**config.mk**
```make
export PLATFORM = sky130hd
export DESIGN_NAME = pid_anti_windup_step
export DESIGN_NICKNAME = d
export VERILOG_FILES = /design/src/rtl/core/pawu_pkg.sv /design/src/rtl/core/pawu_csr.sv /design/src/rtl/core/pawu_digit_mul.sv /design/src/rtl/core/pid_anti_windup_step.sv
export SDC_FILE = /design/constraint.sdc
export NUM_CORES = 2
export LEC_CHECK = 0
export ABC_CLOCK_PERIOD_IN_PS = 7510
export BUFFER_PORTS_ARGS = -buffer_cell sky130_fd_sc_hd__buf_2
export CAP_MARGIN = 20
export CORE_MARGIN = 4
export CORE_UTILIZATION = 45
export CTS_BUF_LIST = sky130_fd_sc_hd__clkbuf_4 sky130_fd_sc_hd__clkbuf_8
export DETAILED_ROUTE_END_ITERATION = 12
export SYNTH_ARGS = -nofsm -noshare
export SYNTH_HDL_FRONTEND = slang
export SYNTH_SLANG_ARGS = --single-unit
export TNS_END_PERCENT = 1
```
**constraint.sdc**
```tcl
create_clock -name clock -period 7.51 [get_ports clock]
set_input_delay 1.1265 -clock clock [delete_from_list [all_inputs] [get_ports clock]]
set_output_delay 1.1265 -clock clock [all_outputs]
set_load 0.02 [all_outputs]
```
**src/rtl/core/pawu_pkg.sv**
```systemverilog
// shared types and constants of the pid step block with integral clamp
package pawu_pkg;

   // fixed field widths of the ports
   localparam int SAMPLE_W = 32;
   localparam int CSR_DATA_W = 32;
   localparam int LIMIT_W = 31;

   // digit-serial multiplier: the 32-bit coefficient goes in 4-bit digits
   localparam int MUL_B_W = 32;
   localparam int DIGIT_BITS = 4;
   localparam int NUM_DIGITS = MUL_B_W / DIGIT_BITS;
   localparam int DIGIT_CNT_W = $clog2(NUM_DIGITS);

   // register map
   localparam int CSR_INDEX_W = 3;
   localparam logic [CSR_INDEX_W-1:0] REG_PROP_GAIN = 3'd0;
   localparam logic [CSR_INDEX_W-1:0] REG_INTEG_GAIN = 3'd1;
   localparam logic [CSR_INDEX_W-1:0] REG_DERIV_GAIN = 3'd2;
   localparam logic [CSR_INDEX_W-1:0] REG_INTEG_LIMIT = 3'd3;
   localparam logic [CSR_INDEX_W-1:0] REG_OUT_LIMIT = 3'd4;
   localparam logic [CSR_INDEX_W-1:0] REG_STEP_TIME = 3'd5;
   localparam logic [CSR_INDEX_W-1:0] REG_INV_STEP_TIME = 3'd6;

   // register reset values
   localparam logic signed [MUL_B_W-1:0] RST_PROP_GAIN = 32'sd327680;
   localparam logic signed [MUL_B_W-1:0] RST_INTEG_GAIN = 32'sd6554;
   localparam logic signed [MUL_B_W-1:0] RST_DERIV_GAIN = 32'sd32768;
   localparam logic [LIMIT_W-1:0] RST_INTEG_LIMIT = 31'd131072;
   localparam logic [LIMIT_W-1:0] RST_OUT_LIMIT = 31'd131072;
   localparam logic [LIMIT_W-1:0] RST_STEP_TIME = 31'd1092;
   localparam logic [LIMIT_W-1:0] RST_INV_STEP_TIME = 31'd3932160;

   // item commands
   localparam logic CMD_STEP = 1'b0;
   localparam logic CMD_CLEAR = 1'b1;

   typedef struct packed {
      logic signed [MUL_B_W-1:0] prop_gain;
      logic signed [MUL_B_W-1:0] integ_gain;
      logic signed [MUL_B_W-1:0] deriv_gain;
      logic [LIMIT_W-1:0]        integ_limit;
      logic [LIMIT_W-1:0]        out_limit;
      logic [LIMIT_W-1:0]        step_time;
      logic [LIMIT_W-1:0]        inv_step_time;
   } cfg_type;

   typedef struct packed {
      logic idle;
      logic done;
   } mul_stat_type;

   typedef enum logic [1:0] {
      MUL_IDLE,
      MUL_RUN,
      MUL_SAT,
      MUL_DONE
   } mul_state_type;

   typedef enum logic [3:0] {
      ST_IDLE,
      ST_MUL_P,
      ST_MUL_S,
      ST_LIM_I,
      ST_MUL_I,
      ST_MUL_R,
      ST_MUL_D,
      ST_SUM,
      ST_OUT
   } ctrl_state_type;

endpackage

```
**src/rtl/core/pawu_csr.sv**
```systemverilog
// configuration registers of the pid step block
module pawu_csr
   import pawu_pkg::*;
#(
   parameter int DATA_WIDTH = 32
) (
   input  logic                   clock,
   input  logic                   reset,
   input  logic                   csr_we,
   input  logic [CSR_INDEX_W-1:0] csr_index,
   input  logic [CSR_DATA_W-1:0]  csr_wdata,
   output cfg_type                cfg
);

   // limits are stored already cut down to the largest data value
   localparam logic [LIMIT_W-1:0] LIM_MAX = (DATA_WIDTH >= 32) ? {LIMIT_W{1'b1}} :
      LIMIT_W'((33'd1 << (DATA_WIDTH - 1)) - 33'd1);

   cfg_type cfg_ff;
   cfg_type cfg_in;

   function automatic logic [LIMIT_W-1:0] lim_sat(input logic [LIMIT_W-1:0] v);
      return (v > LIM_MAX) ? LIM_MAX : v;
   endfunction

   always_comb begin
      cfg_in = cfg_ff;
      if (csr_we) begin
         unique case (csr_index)
            REG_PROP_GAIN:     cfg_in.prop_gain = csr_wdata;
            REG_INTEG_GAIN:    cfg_in.integ_gain = csr_wdata;
            REG_DERIV_GAIN:    cfg_in.deriv_gain = csr_wdata;
            REG_INTEG_LIMIT:   cfg_in.integ_limit = lim_sat(csr_wdata[LIMIT_W-1:0]);
            REG_OUT_LIMIT:     cfg_in.out_limit = lim_sat(csr_wdata[LIMIT_W-1:0]);
            REG_STEP_TIME:     cfg_in.step_time = csr_wdata[LIMIT_W-1:0];
            REG_INV_STEP_TIME: cfg_in.inv_step_time = csr_wdata[LIMIT_W-1:0];
            default: ;
         endcase
      end
   end

   always_ff @(posedge clock) begin
      if (reset) begin
         cfg_ff.prop_gain <= RST_PROP_GAIN;
         cfg_ff.integ_gain <= RST_INTEG_GAIN;
         cfg_ff.deriv_gain <= RST_DERIV_GAIN;
         cfg_ff.integ_limit <= lim_sat(RST_INTEG_LIMIT);
         cfg_ff.out_limit <= lim_sat(RST_OUT_LIMIT);
         cfg_ff.step_time <= RST_STEP_TIME;
         cfg_ff.inv_step_time <= RST_INV_STEP_TIME;
      end else begin
         cfg_ff <= cfg_in;
      end
   end

   assign cfg = cfg_ff;

endmodule

```
**src/rtl/core/pawu_digit_mul.sv**
```systemverilog
// digit-serial signed multiplier with fixed-point scaling and saturation
module pawu_digit_mul
   import pawu_pkg::*;
#(
   parameter int DATA_WIDTH = 32,
   parameter int FRAC_BITS = 16
) (
   input  logic                         clock,
   input  logic                         reset,
   input  logic                         start,
   input  logic signed [DATA_WIDTH:0]   op_a,
   input  logic signed [MUL_B_W-1:0]    op_b,
   output mul_stat_type                 stat,
   output logic signed [DATA_WIDTH-1:0] result
);

   localparam int AW = DATA_WIDTH + 1;
   localparam int TW = AW + DIGIT_BITS + 1;
   localparam int FW = AW + MUL_B_W;
   localparam int OW = FW - FRAC_BITS - DATA_WIDTH + 1;
   localparam logic signed [DATA_WIDTH-1:0] DATA_HI = {1'b0, {(DATA_WIDTH-1){1'b1}}};
   localparam logic signed [DATA_WIDTH-1:0] DATA_LO = {1'b1, {(DATA_WIDTH-1){1'b0}}};

   mul_state_type                state_ff, state_in;
   logic signed [AW-1:0]         a_ff, a_in;
   logic [MUL_B_W-1:0]           b_ff, b_in;
   logic signed [AW-1:0]         acc_ff, acc_in;
   logic [MUL_B_W-1:0]           low_ff, low_in;
   logic [DIGIT_CNT_W-1:0]       cnt_ff, cnt_in;
   logic signed [DATA_WIDTH-1:0] res_ff, res_in;

   logic                         last_digit;
   logic signed [DIGIT_BITS:0]   digit;
   logic signed [TW-1:0]         part;
   logic signed [TW-1:0]         sum_t;
   logic [FW-1:0]                full;
   logic [OW-1:0]                over_bits;
   logic                         fits;

   // top digit carries the sign of the coefficient
   assign last_digit = (cnt_ff == DIGIT_CNT_W'(NUM_DIGITS - 1));
   assign digit = last_digit ? {b_ff[DIGIT_BITS-1], b_ff[DIGIT_BITS-1:0]}
                             : {1'b0, b_ff[DIGIT_BITS-1:0]};
   assign part = TW'(digit) * TW'(a_ff);
   assign sum_t = TW'(acc_ff) + part;

   // full product, then floor shift by the fraction and range check
   assign full = {acc_ff, low_ff};
   assign over_bits = full[FW-1:FRAC_BITS+DATA_WIDTH-1];
   assign fits = (&over_bits) | (~|over_bits);

   always_comb begin
      state_in = state_ff;
      unique case (state_ff)
         MUL_IDLE: if (start) state_in = MUL_RUN;
         MUL_RUN:  if (last_digit) state_in = MUL_SAT;
         MUL_SAT:  state_in = MUL_DONE;
         MUL_DONE: state_in = MUL_IDLE;
      endcase
   end

   always_comb begin
      stat.idle = (state_ff == MUL_IDLE);
      stat.done = (state_ff == MUL_DONE);
   end

   always_comb begin
      a_in = a_ff;
      b_in = b_ff;
      acc_in = acc_ff;
      low_in = low_ff;
      cnt_in = cnt_ff;
      res_in = res_ff;
      unique case (state_ff)
         MUL_IDLE: begin
            if (start) begin
               a_in = op_a;
               b_in = op_b;
               acc_in = '0;
               low_in = '0;
               cnt_in = '0;
            end
         end
         MUL_RUN: begin
            acc_in = sum_t[AW+DIGIT_BITS-1:DIGIT_BITS];
            low_in = {sum_t[DIGIT_BITS-1:0], low_ff[MUL_B_W-1:DIGIT_BITS]};
            b_in = b_ff >> DIGIT_BITS;
            cnt_in = cnt_ff + DIGIT_CNT_W'(1);
         end
         MUL_SAT: begin
            if (fits) begin
               res_in = full[FRAC_BITS+DATA_WIDTH-1:FRAC_BITS];
            end else begin
               res_in = full[FW-1] ? DATA_LO : DATA_HI;
            end
         end
         MUL_DONE: ;
      endcase
   end

   always_ff @(posedge clock) begin
      if (reset) begin
         state_ff <= MUL_IDLE;
      end else begin
         state_ff <= state_in;
      end
   end

   always_ff @(posedge clock) begin
      a_ff <= a_in;
      b_ff <= b_in;
      acc_ff <= acc_in;
      low_ff <= low_in;
      cnt_ff <= cnt_in;
      res_ff <= res_in;
   end

   assign result = res_ff;

`ifndef ASSERT_OFF
   a_start_runs: assert property (@(posedge clock) disable iff (reset)
      start |=> (state_ff == MUL_RUN) && (cnt_ff == '0))
      else $error("multiplier did not start its digit pass");
   a_done_pulse: assert property (@(posedge clock) disable iff (reset)
      (state_ff == MUL_DONE) |=> (state_ff == MUL_IDLE))
      else $error("multiplier done lasted more than one cycle");
`endif

endmodule

```
**src/rtl/core/pid_anti_windup_step.sv**
```systemverilog
// top level of the pid step block with integral clamp
//
// one pid step per item in signed fixed point (DATA_WIDTH bits, FRAC_BITS
// fraction bits, Q16.16 by default). a step item goes from acceptance to
// the result register through five passes of the one shared multiplier,
// which issues, works the 32-bit coefficient in 4-bit digits, saturates and
// hands off, and through the integral clamp, the three-term sum and the
// output clamp; a clear item goes straight to the output step. no new item
// is taken until the current one is in the result register, but the next
// item is accepted while a finished result still waits on the result side.
// products are floored by the fraction bits and saturated to the data
// range; the integral and the output are clamped to the symmetric limits,
// which are cut down to the largest data value when written. configuration
// must be written only while idle; the block itself does not enforce it
module pid_anti_windup_step
   import pawu_pkg::*;
#(
   parameter int DATA_WIDTH = 32,
   parameter int FRAC_BITS = 16
) (
   input  logic                       clock,
   input  logic                       reset,
   // input items
   input  logic                       req_valid,
   output logic                       req_ready,
   input  logic                       req_cmd,
   input  logic signed [SAMPLE_W-1:0] req_err_sample,
   // result items
   output logic                       rsp_valid,
   input  logic                       rsp_ready,
   output logic signed [SAMPLE_W-1:0] rsp_control_out,
   // configuration writes
   input  logic                       csr_we,
   input  logic [CSR_INDEX_W-1:0]     csr_index,
   input  logic [CSR_DATA_W-1:0]      csr_wdata
);

   localparam int AW = DATA_WIDTH + 1;
   localparam int XW = DATA_WIDTH + 2;
   localparam int WW = (XW > SAMPLE_W) ? XW : SAMPLE_W;
   localparam logic signed [WW-1:0] DATA_HI_W =
      {{(WW-DATA_WIDTH+1){1'b0}}, {(DATA_WIDTH-1){1'b1}}};
   localparam logic signed [WW-1:0] DATA_LO_W = ~DATA_HI_W;

   // control state
   ctrl_state_type               state_ff, state_in;
   logic                         issue_ff, issue_in;
   logic                         rsp_valid_ff, rsp_valid_in;
   logic signed [DATA_WIDTH-1:0] integ_ff, integ_in;
   logic signed [DATA_WIDTH-1:0] last_ff, last_in;

   // payload
   logic signed [SAMPLE_W-1:0]   rsp_data_ff, rsp_data_in;
   logic signed [DATA_WIDTH-1:0] e_ff, e_in;
   logic signed [DATA_WIDTH-1:0] p_ff, p_in;
   logic signed [DATA_WIDTH-1:0] i_ff, i_in;
   logic signed [DATA_WIDTH-1:0] rate_ff, rate_in;
   logic signed [DATA_WIDTH-1:0] d_ff, d_in;
   logic signed [XW-1:0]         wide_ff, wide_in;

   cfg_type                      cfg;
   mul_stat_type                 mul_stat;
   logic signed [DATA_WIDTH-1:0] mul_res;
   logic signed [AW-1:0]         op_a;
   logic signed [MUL_B_W-1:0]    op_b;
   logic                         accept;
   logic                         out_load;
   logic signed [WW-1:0]         err_w;
   logic signed [WW-1:0]         e_sat_w;
   logic signed [DATA_WIDTH-1:0] out_clamp;
   logic signed [WW-1:0]         out_w;

   // symmetric clamp; lim never exceeds the data range, so this covers saturation too
   function automatic logic signed [DATA_WIDTH-1:0] clamp_sym(
      input logic signed [XW-1:0] v,
      input logic [LIMIT_W-1:0]   lim
   );
      logic signed [WW-1:0] v_w;
      logic signed [WW-1:0] l_w;
      logic signed [WW-1:0] r_w;
      v_w = WW'(v);
      l_w = $signed(WW'(lim));
      if (v_w > l_w) begin
         r_w = l_w;
      end else if (v_w < -l_w) begin
         r_w = -l_w;
      end else begin
         r_w = v_w;
      end
      return r_w[DATA_WIDTH-1:0];
   endfunction

   pawu_csr #(
      .DATA_WIDTH(DATA_WIDTH)
   ) u_csr (
      .clock    (clock),
      .reset    (reset),
      .csr_we   (csr_we),
      .csr_index(csr_index),
      .csr_wdata(csr_wdata),
      .cfg      (cfg)
   );

   pawu_digit_mul #(
      .DATA_WIDTH(DATA_WIDTH),
      .FRAC_BITS (FRAC_BITS)
   ) u_mul (
      .clock (clock),
      .reset (reset),
      .start (issue_ff),
      .op_a  (op_a),
      .op_b  (op_b),
      .stat  (mul_stat),
      .result(mul_res)
   );

   assign accept = req_valid && req_ready;

   // incoming error saturated to the data range
   assign err_w = WW'(req_err_sample);
   assign e_sat_w = (err_w > DATA_HI_W) ? DATA_HI_W :
                    (err_w < DATA_LO_W) ? DATA_LO_W : err_w;

   assign out_clamp = clamp_sym(wide_ff, cfg.out_limit);
   assign out_w = WW'(out_clamp);

   // next state
   always_comb begin
      state_in = state_ff;
      unique case (state_ff)
         ST_IDLE: begin
            if (accept) begin
               state_in = (req_cmd == CMD_CLEAR) ? ST_OUT : ST_MUL_P;
            end
         end
         ST_MUL_P: if (mul_stat.done) state_in = ST_MUL_S;
         ST_MUL_S: if (mul_stat.done) state_in = ST_LIM_I;
         ST_LIM_I: state_in = ST_MUL_I;
         ST_MUL_I: if (mul_stat.done) state_in = ST_MUL_R;
         ST_MUL_R: if (mul_stat.done) state_in = ST_MUL_D;
         ST_MUL_D: if (mul_stat.done) state_in = ST_SUM;
         ST_SUM:   state_in = ST_OUT;
         ST_OUT:   if (out_load) state_in = ST_IDLE;
         default:  state_in = ST_IDLE;
      endcase
      // one start pulse on entry to each multiply
      issue_in = (state_in != state_ff) &&
                 ((state_in == ST_MUL_P) || (state_in == ST_MUL_S) ||
                  (state_in == ST_MUL_I) || (state_in == ST_MUL_R) ||
                  (state_in == ST_MUL_D));
   end

   // state outputs: handshake and multiplier operands
   always_comb begin
      req_ready = (state_ff == ST_IDLE);
      out_load = (state_ff == ST_OUT) && (!rsp_valid_ff || rsp_ready);
      op_a = '0;
      op_b = '0;
      unique case (state_ff)
         ST_MUL_P: begin
            op_a = AW'(e_ff);
            op_b = cfg.prop_gain;
         end
         ST_MUL_S: begin
            op_a = AW'(e_ff);
            op_b = $signed({1'b0, cfg.step_time});
         end
         ST_MUL_I: begin
            op_a = AW'(integ_ff);
            op_b = cfg.integ_gain;
         end
         ST_MUL_R: begin
            // error difference needs one extra bit
            op_a = AW'(e_ff) - AW'(last_ff);
            op_b = $signed({1'b0, cfg.inv_step_time});
         end
         ST_MUL_D: begin
            op_a = AW'(rate_ff);
            op_b = cfg.deriv_gain;
         end
         default: ;
      endcase
   end

   // datapath next values
   always_comb begin
      integ_in = integ_ff;
      last_in = last_ff;
      e_in = e_ff;
      p_in = p_ff;
      i_in = i_ff;
      rate_in = rate_ff;
      d_in = d_ff;
      wide_in = wide_ff;
      unique case (state_ff)
         ST_IDLE: begin
            if (accept) begin
               if (req_cmd == CMD_CLEAR) begin
                  integ_in = '0;
                  last_in = '0;
                  wide_in = '0;
               end else begin
                  e_in = e_sat_w[DATA_WIDTH-1:0];
               end
            end
         end
         ST_MUL_P: if (mul_stat.done) p_in = mul_res;
         ST_MUL_S: begin
            // raw integral sum, clamped in the next cycle
            if (mul_stat.done) wide_in = XW'(integ_ff) + XW'(mul_res);
         end
         ST_LIM_I: integ_in = clamp_sym(wide_ff, cfg.integ_limit);
         ST_MUL_I: if (mul_stat.done) i_in = mul_res;
         ST_MUL_R: begin
            if (mul_stat.done) begin
               rate_in = mul_res;
               last_in = e_ff;
            end
         end
         ST_MUL_D: if (mul_stat.done) d_in = mul_res;
         ST_SUM:   wide_in = XW'(p_ff) + XW'(i_ff) + XW'(d_ff);
         default: ;
      endcase
   end

   // result register, free again once its item is taken
   always_comb begin
      rsp_valid_in = rsp_valid_ff;
      rsp_data_in = rsp_data_ff;
      if (out_load) begin
         rsp_valid_in = 1'b1;
         rsp_data_in = out_w[SAMPLE_W-1:0];
      end else if (rsp_ready) begin
         rsp_valid_in = 1'b0;
      end
   end

   always_ff @(posedge clock) begin
      if (reset) begin
         state_ff <= ST_IDLE;
         issue_ff <= 1'b0;
         rsp_valid_ff <= 1'b0;
         integ_ff <= '0;
         last_ff <= '0;
      end else begin
         state_ff <= state_in;
         issue_ff <= issue_in;
         rsp_valid_ff <= rsp_valid_in;
         integ_ff <= integ_in;
         last_ff <= last_in;
      end
   end

   always_ff @(posedge clock) begin
      rsp_data_ff <= rsp_data_in;
      e_ff <= e_in;
      p_ff <= p_in;
      i_ff <= i_in;
      rate_ff <= rate_in;
      d_ff <= d_in;
      wide_ff <= wide_in;
   end

   assign rsp_valid = rsp_valid_ff;
   assign rsp_control_out = rsp_data_ff;

`ifndef ASSERT_OFF
   a_issue_idle: assert property (@(posedge clock) disable iff (reset)
      issue_ff |-> mul_stat.idle)
      else $error("multiply issued while the multiplier is busy");
   a_ready_idle: assert property (@(posedge clock) disable iff (reset)
      (state_ff == ST_IDLE) |-> mul_stat.idle)
      else $error("taking items while a multiply is still running");
   a_rsp_from_out: assert property (@(posedge clock) disable iff (reset)
      $rose(rsp_valid_ff) |-> $past(state_ff == ST_OUT))
      else $error("result shown outside the output step");
`endif

endmodule

```
==> flow_summary.json <==
{
  "clkLatencyLatePin_ns": 0.82,
  "hold_viol": 0,
  "cts.sinks": 667,
  "grt_use_met3_pct": 5.16,
  "synthesis.nets": 4856,
  "period_minus_slack_ns": 6.58,
  "viasPerCell": 5.72,
  "setup_viol": 0,
  "finalNetCount": 4901,
  "arrival_ns": 7.07,
  "fmax_mhz": 152,
  "max_stage_delay_ns": 0.64,
  "cts_hold_buffers": 0,
  "drt_wl_total_um": 122000,
  "busiest_layer": "met2",
  "grt_pass1_vias": 31000,
  "die_w_um": 311,
  "vias": 32200,
  "drive_gt1_share_pct": 9.24,
  "hold_class": "register to register",
  "dp_hpwl_um": 85200,
  "start_util_pct": 45.7,
  "clk_pin_slew_ns": 0.07,
  "htreeDepth": 3,
  "post_dp_cell_area_um2": 43000,
  "max_slew.worst_pin.slew_ns": 1.11,
  "slew_violations": 0,
  "slew_headroom_pct": 24.0,
  "grt_util_all_layers_pct": 24.6,
  "ctsResizeCount": 0,
  "cpMostUsedCell": "ha_1",
  "drt_pre_antenna_iters": 8,
  "cellLeakagePower_nw": 18.0,
  "io_buffer_count": 106,
  "dieHeight_um": 311,
  "slowest_stage": "nor4_1",
  "setup_tns_ns": 0,
  "grt_max_degree": 112,
  "synthesis.area_um2": 41300,
  "crit_path_end_kind": "register",
  "powerDensity_nw_per_um2": 253,
  "cts_tree": "yes",
  "overflow": 0,
  "cap_violations": 0,
  "antenna_found_initial": 6,
  "fill_cells": 8462,
  "ios": 107,
  "synth_flop_cell": "edfxtp_1",
  "synth_cells": 4312,
  "die-area_um2": 96800,
  "crit_path_start_kind": "register",
  "ir_drop_uv": 144,
  "synth-edff-count": 375,
  "fin_cells": 5638,
  "dp_cells": 5417,
  "syn_area_per_cell_um2": 9.59,
  "num_rows": 110,
  "worst_slack_ns": 0.928,
  "initialDrtViolationCount": 2892,
  "skew_ns": 0.0652,
  "syn2layout_area_growth_pct": 10.1,
  "use_met2_pct": 39.7,
  "yosysUniqueCellTypes": 82,
  "grt_pass1_wl_um": 186000,
  "pre_cts_ws_ns": 0.988,
  "rsz0062_at_grt": "no",
  "use_met1_pct": 33.7,
  "drc": 0,
  "seq_area_frac_synth_pct": 41.4,
  "ys_ff_latch": 667,
  "ant_nets": 0,
  "crit_type": "register to register",
  "fin_area_um2": 45500,
  "path_cells": "ha_1 -> ha_1 -> nand2_1 -> buf_4 -> nor2_1 -> fa_1 -> inv_1 -> fa_1 -> fa_1 -> inv_1 -> ha_1 -> ha_1 -> a211oi_1 -> o21ai_0 -> a211o_1 -> nor4_1 -> nor2_1 -> a21oi_1 -> a21oi_1 -> a41oi_1 -> xnor2_1 -> nor2_1",
  "fin_util_pct": 50.3,
  "outcome": "finished, final reports clean",
  "fp.coreArea_um2": 90600,
  "postCtsSetupBuffers": 0,
  "yosysWarnings": 0,
  "wl_per_cell_um": 21.6,
  "globalplace.congestion": 0.893,
  "clk_path_buf_depth": 3,
  "timing.final.crit_share_pct": 87.6,
  "worstPathRequired_ns": 8.00,
  "cts_root_buf": "clkbuf_8",
  "cts_buffers": 114,
  "synthArstFlopShare_pct": 0,
  "crit_fanout": 33
}
-- sequential cells by signal, indices dropped and copies added (netlist names) --
| name | flops |
|---|---|
| u_mul.b_ff | 32 |
| u_mul.low_ff | 16 |
| rate_ff | 32 |
| u_mul.acc_ff | 33 |
| u_mul.a_ff | 33 |
| u_mul.result | 32 |
| u_csr.cfg | 220 |
| rsp_valid | 1 |
| wide_ff | 34 |
| u_mul.cnt_ff | 3 |
| p_ff | 32 |
| i_ff | 32 |
| e_ff | 32 |
| u_mul.state_ff | 2 |
| state_ff | 4 |
| issue_ff | 1 |
| rsp_control_out | 32 |
| integ_ff | 32 |
| d_ff | 32 |
| last_ff | 32 |
-- placed cells by master, fill, tap and decap left out, drive strengths merged, types with 9 or more instances in the layout --
| master | Yosys | layout |
|---|---|---|
| a211oi | 16 | 16 |
| a22oi | 61 | 61 |
| mux2i | 24 | 24 |
| o211ai | 13 | 13 |
| a222oi | 63 | 63 |
| a21oi | 427 | 427 |
| nand2 | 612 | 612 |
| a21o | 160 | 160 |
| nand2b | 42 | 42 |
| or2 | 12 | 12 |
| clkbuf | 199 | 168 |
| fa | 167 | 167 |
| a211o | 11 | 11 |
| ha | 304 | 304 |
| xnor2 | 99 | 99 |
| o21bai | 9 | 9 |
| buf | 26 | 153 |
| or3 | 17 | 17 |
| edfxtp | 375 | 375 |
| o22ai | 26 | 26 |
| a31oi | 15 | 15 |
| nor2 | 171 | 171 |
| o21ai | 173 | 173 |
| xor2 | 62 | 62 |
| inv | 340 | 347 |
| o21a | 36 | 36 |
| nor2b | 28 | 28 |
| clkinv | 0 | 36 |
| nor4 | 24 | 24 |
| o31ai | 14 | 14 |
| nor3 | 54 | 54 |
| and2 | 154 | 154 |
| and3 | 24 | 24 |
| nand3 | 100 | 100 |
| nand3b | 27 | 27 |
| nand4 | 41 | 41 |
| dfxtp | 292 | 292 |
-- cell families after synthesis --
kind of cell / count (synthesis) / share of synthesized area, %
simple gates: 1331 / 15.3
compound gates: 1085 / 16.6
flops: 667 / 41.4
buf+inv: 565 / 5.19
fa+ha+maj: 471 / 17.3
xor+xnor: 161 / 3.43
mux: 32 / 0.799
-- area by class of cell --
cell class	count	area (um^2)	share of cell area, %
multi-input cells	3080	22300	48.9
flip-flops and latches	667	17100	37.6
clock buffers	167	2040	4.47
well taps	1176	1470	3.23
inverters	340	1280	2.80
repair buffers	154	900	1.98
clock inverters	51	470	1.03
diodes	3	7.51	0.0165
-- metal layers --
layer | part of all wire (%) | wire length (um)
met5 | 0 | 0
met4 | 2.4 | 2930
met3 | 7.8 | 9460
met2 | 46 | 55900
met1 | 44 | 53400
-- report_power, final --
part / switching [W] / total (W) / internal, W
clock: 0.00163 / 0.00363 / 0.00200
sequential: 0.000177 / 0.00428 / 0.00411
combinational: 0.00215 / 0.00359 / 0.00144
-- synth_stat cells (26+ instances only) --
| cell type | n | area share (%) |
|---|---|---|
| clkbuf_1 | 197 | 1.8 |
| a222oi_1 | 63 | 1.5 |
| and2_1 | 153 | 2.3 |
| nand3_1 | 100 | 1.2 |
| nand2_1 | 612 | 5.6 |
| o22ai_1 | 26 | 0.39 |
| nor2_1 | 171 | 1.6 |
| o21a_1 | 36 | 0.65 |
| a22oi_1 | 61 | 1.1 |
| a21oi_1 | 427 | 5.2 |
| ha_1 | 304 | 9.2 |
| a21o_1 | 160 | 2.9 |
| dfxtp_1 | 292 | 14 |
| nand3b_1 | 27 | 0.49 |
| fa_1 | 167 | 8.1 |
| nor2b_1 | 28 | 0.42 |
| o21ai_0 | 170 | 2.1 |
| nand2b_1 | 41 | 0.62 |
| nand4_1 | 41 | 0.62 |
| xnor2_1 | 98 | 2.1 |
| edfxtp_1 | 375 | 27 |
| xor2_1 | 62 | 1.3 |
| nor3_1 | 54 | 0.65 |
| inv_1 | 340 | 3.1 |
-- final timing paths --
kind	start	endpoint	slack [ns]	cells after the start
worst min register to register	last_ff[1]$_SDFFE_PP0P_	last_ff[1]$_SDFFE_PP0P_	0.45	2
worst min-delay path	last_ff[1]$_SDFFE_PP0P_	last_ff[1]$_SDFFE_PP0P_	0.45	2
worst max register to register	u_mul.cnt_ff[0]$_SDFFCE_PN0P_	u_mul.acc_ff[32]$_SDFFCE_PN0P_	0.93	22
worst max-delay path	u_mul.cnt_ff[0]$_SDFFCE_PN0P_	u_mul.acc_ff[32]$_SDFFCE_PN0P_	0.93	22
-- worst max-delay path: cells and delay by family (launching register included) --
kind	cells	cell delay (ns)
buffers and inverters	3	0.48
adder cells (fa/ha/maj)	7	2.68
AND/OR/NAND/NOR	5	1.15
AO/OA/AOI/OAI	6	1.42
XOR/XNOR	1	0.14
flip-flops	1	0.38
-- stage by stage --
step	hold WS [ns]	power (W)
3_5_place_dp	0.444	0.00792
3_3_place_gp	0.439	0.00792
4_1_cts	0.453	0.0116
5_1_grt	0.468	0.0123
6_report	0.452	0.0115
2_1_floorplan	0.432	0.00698
Power figures use the tool's default switching activity.
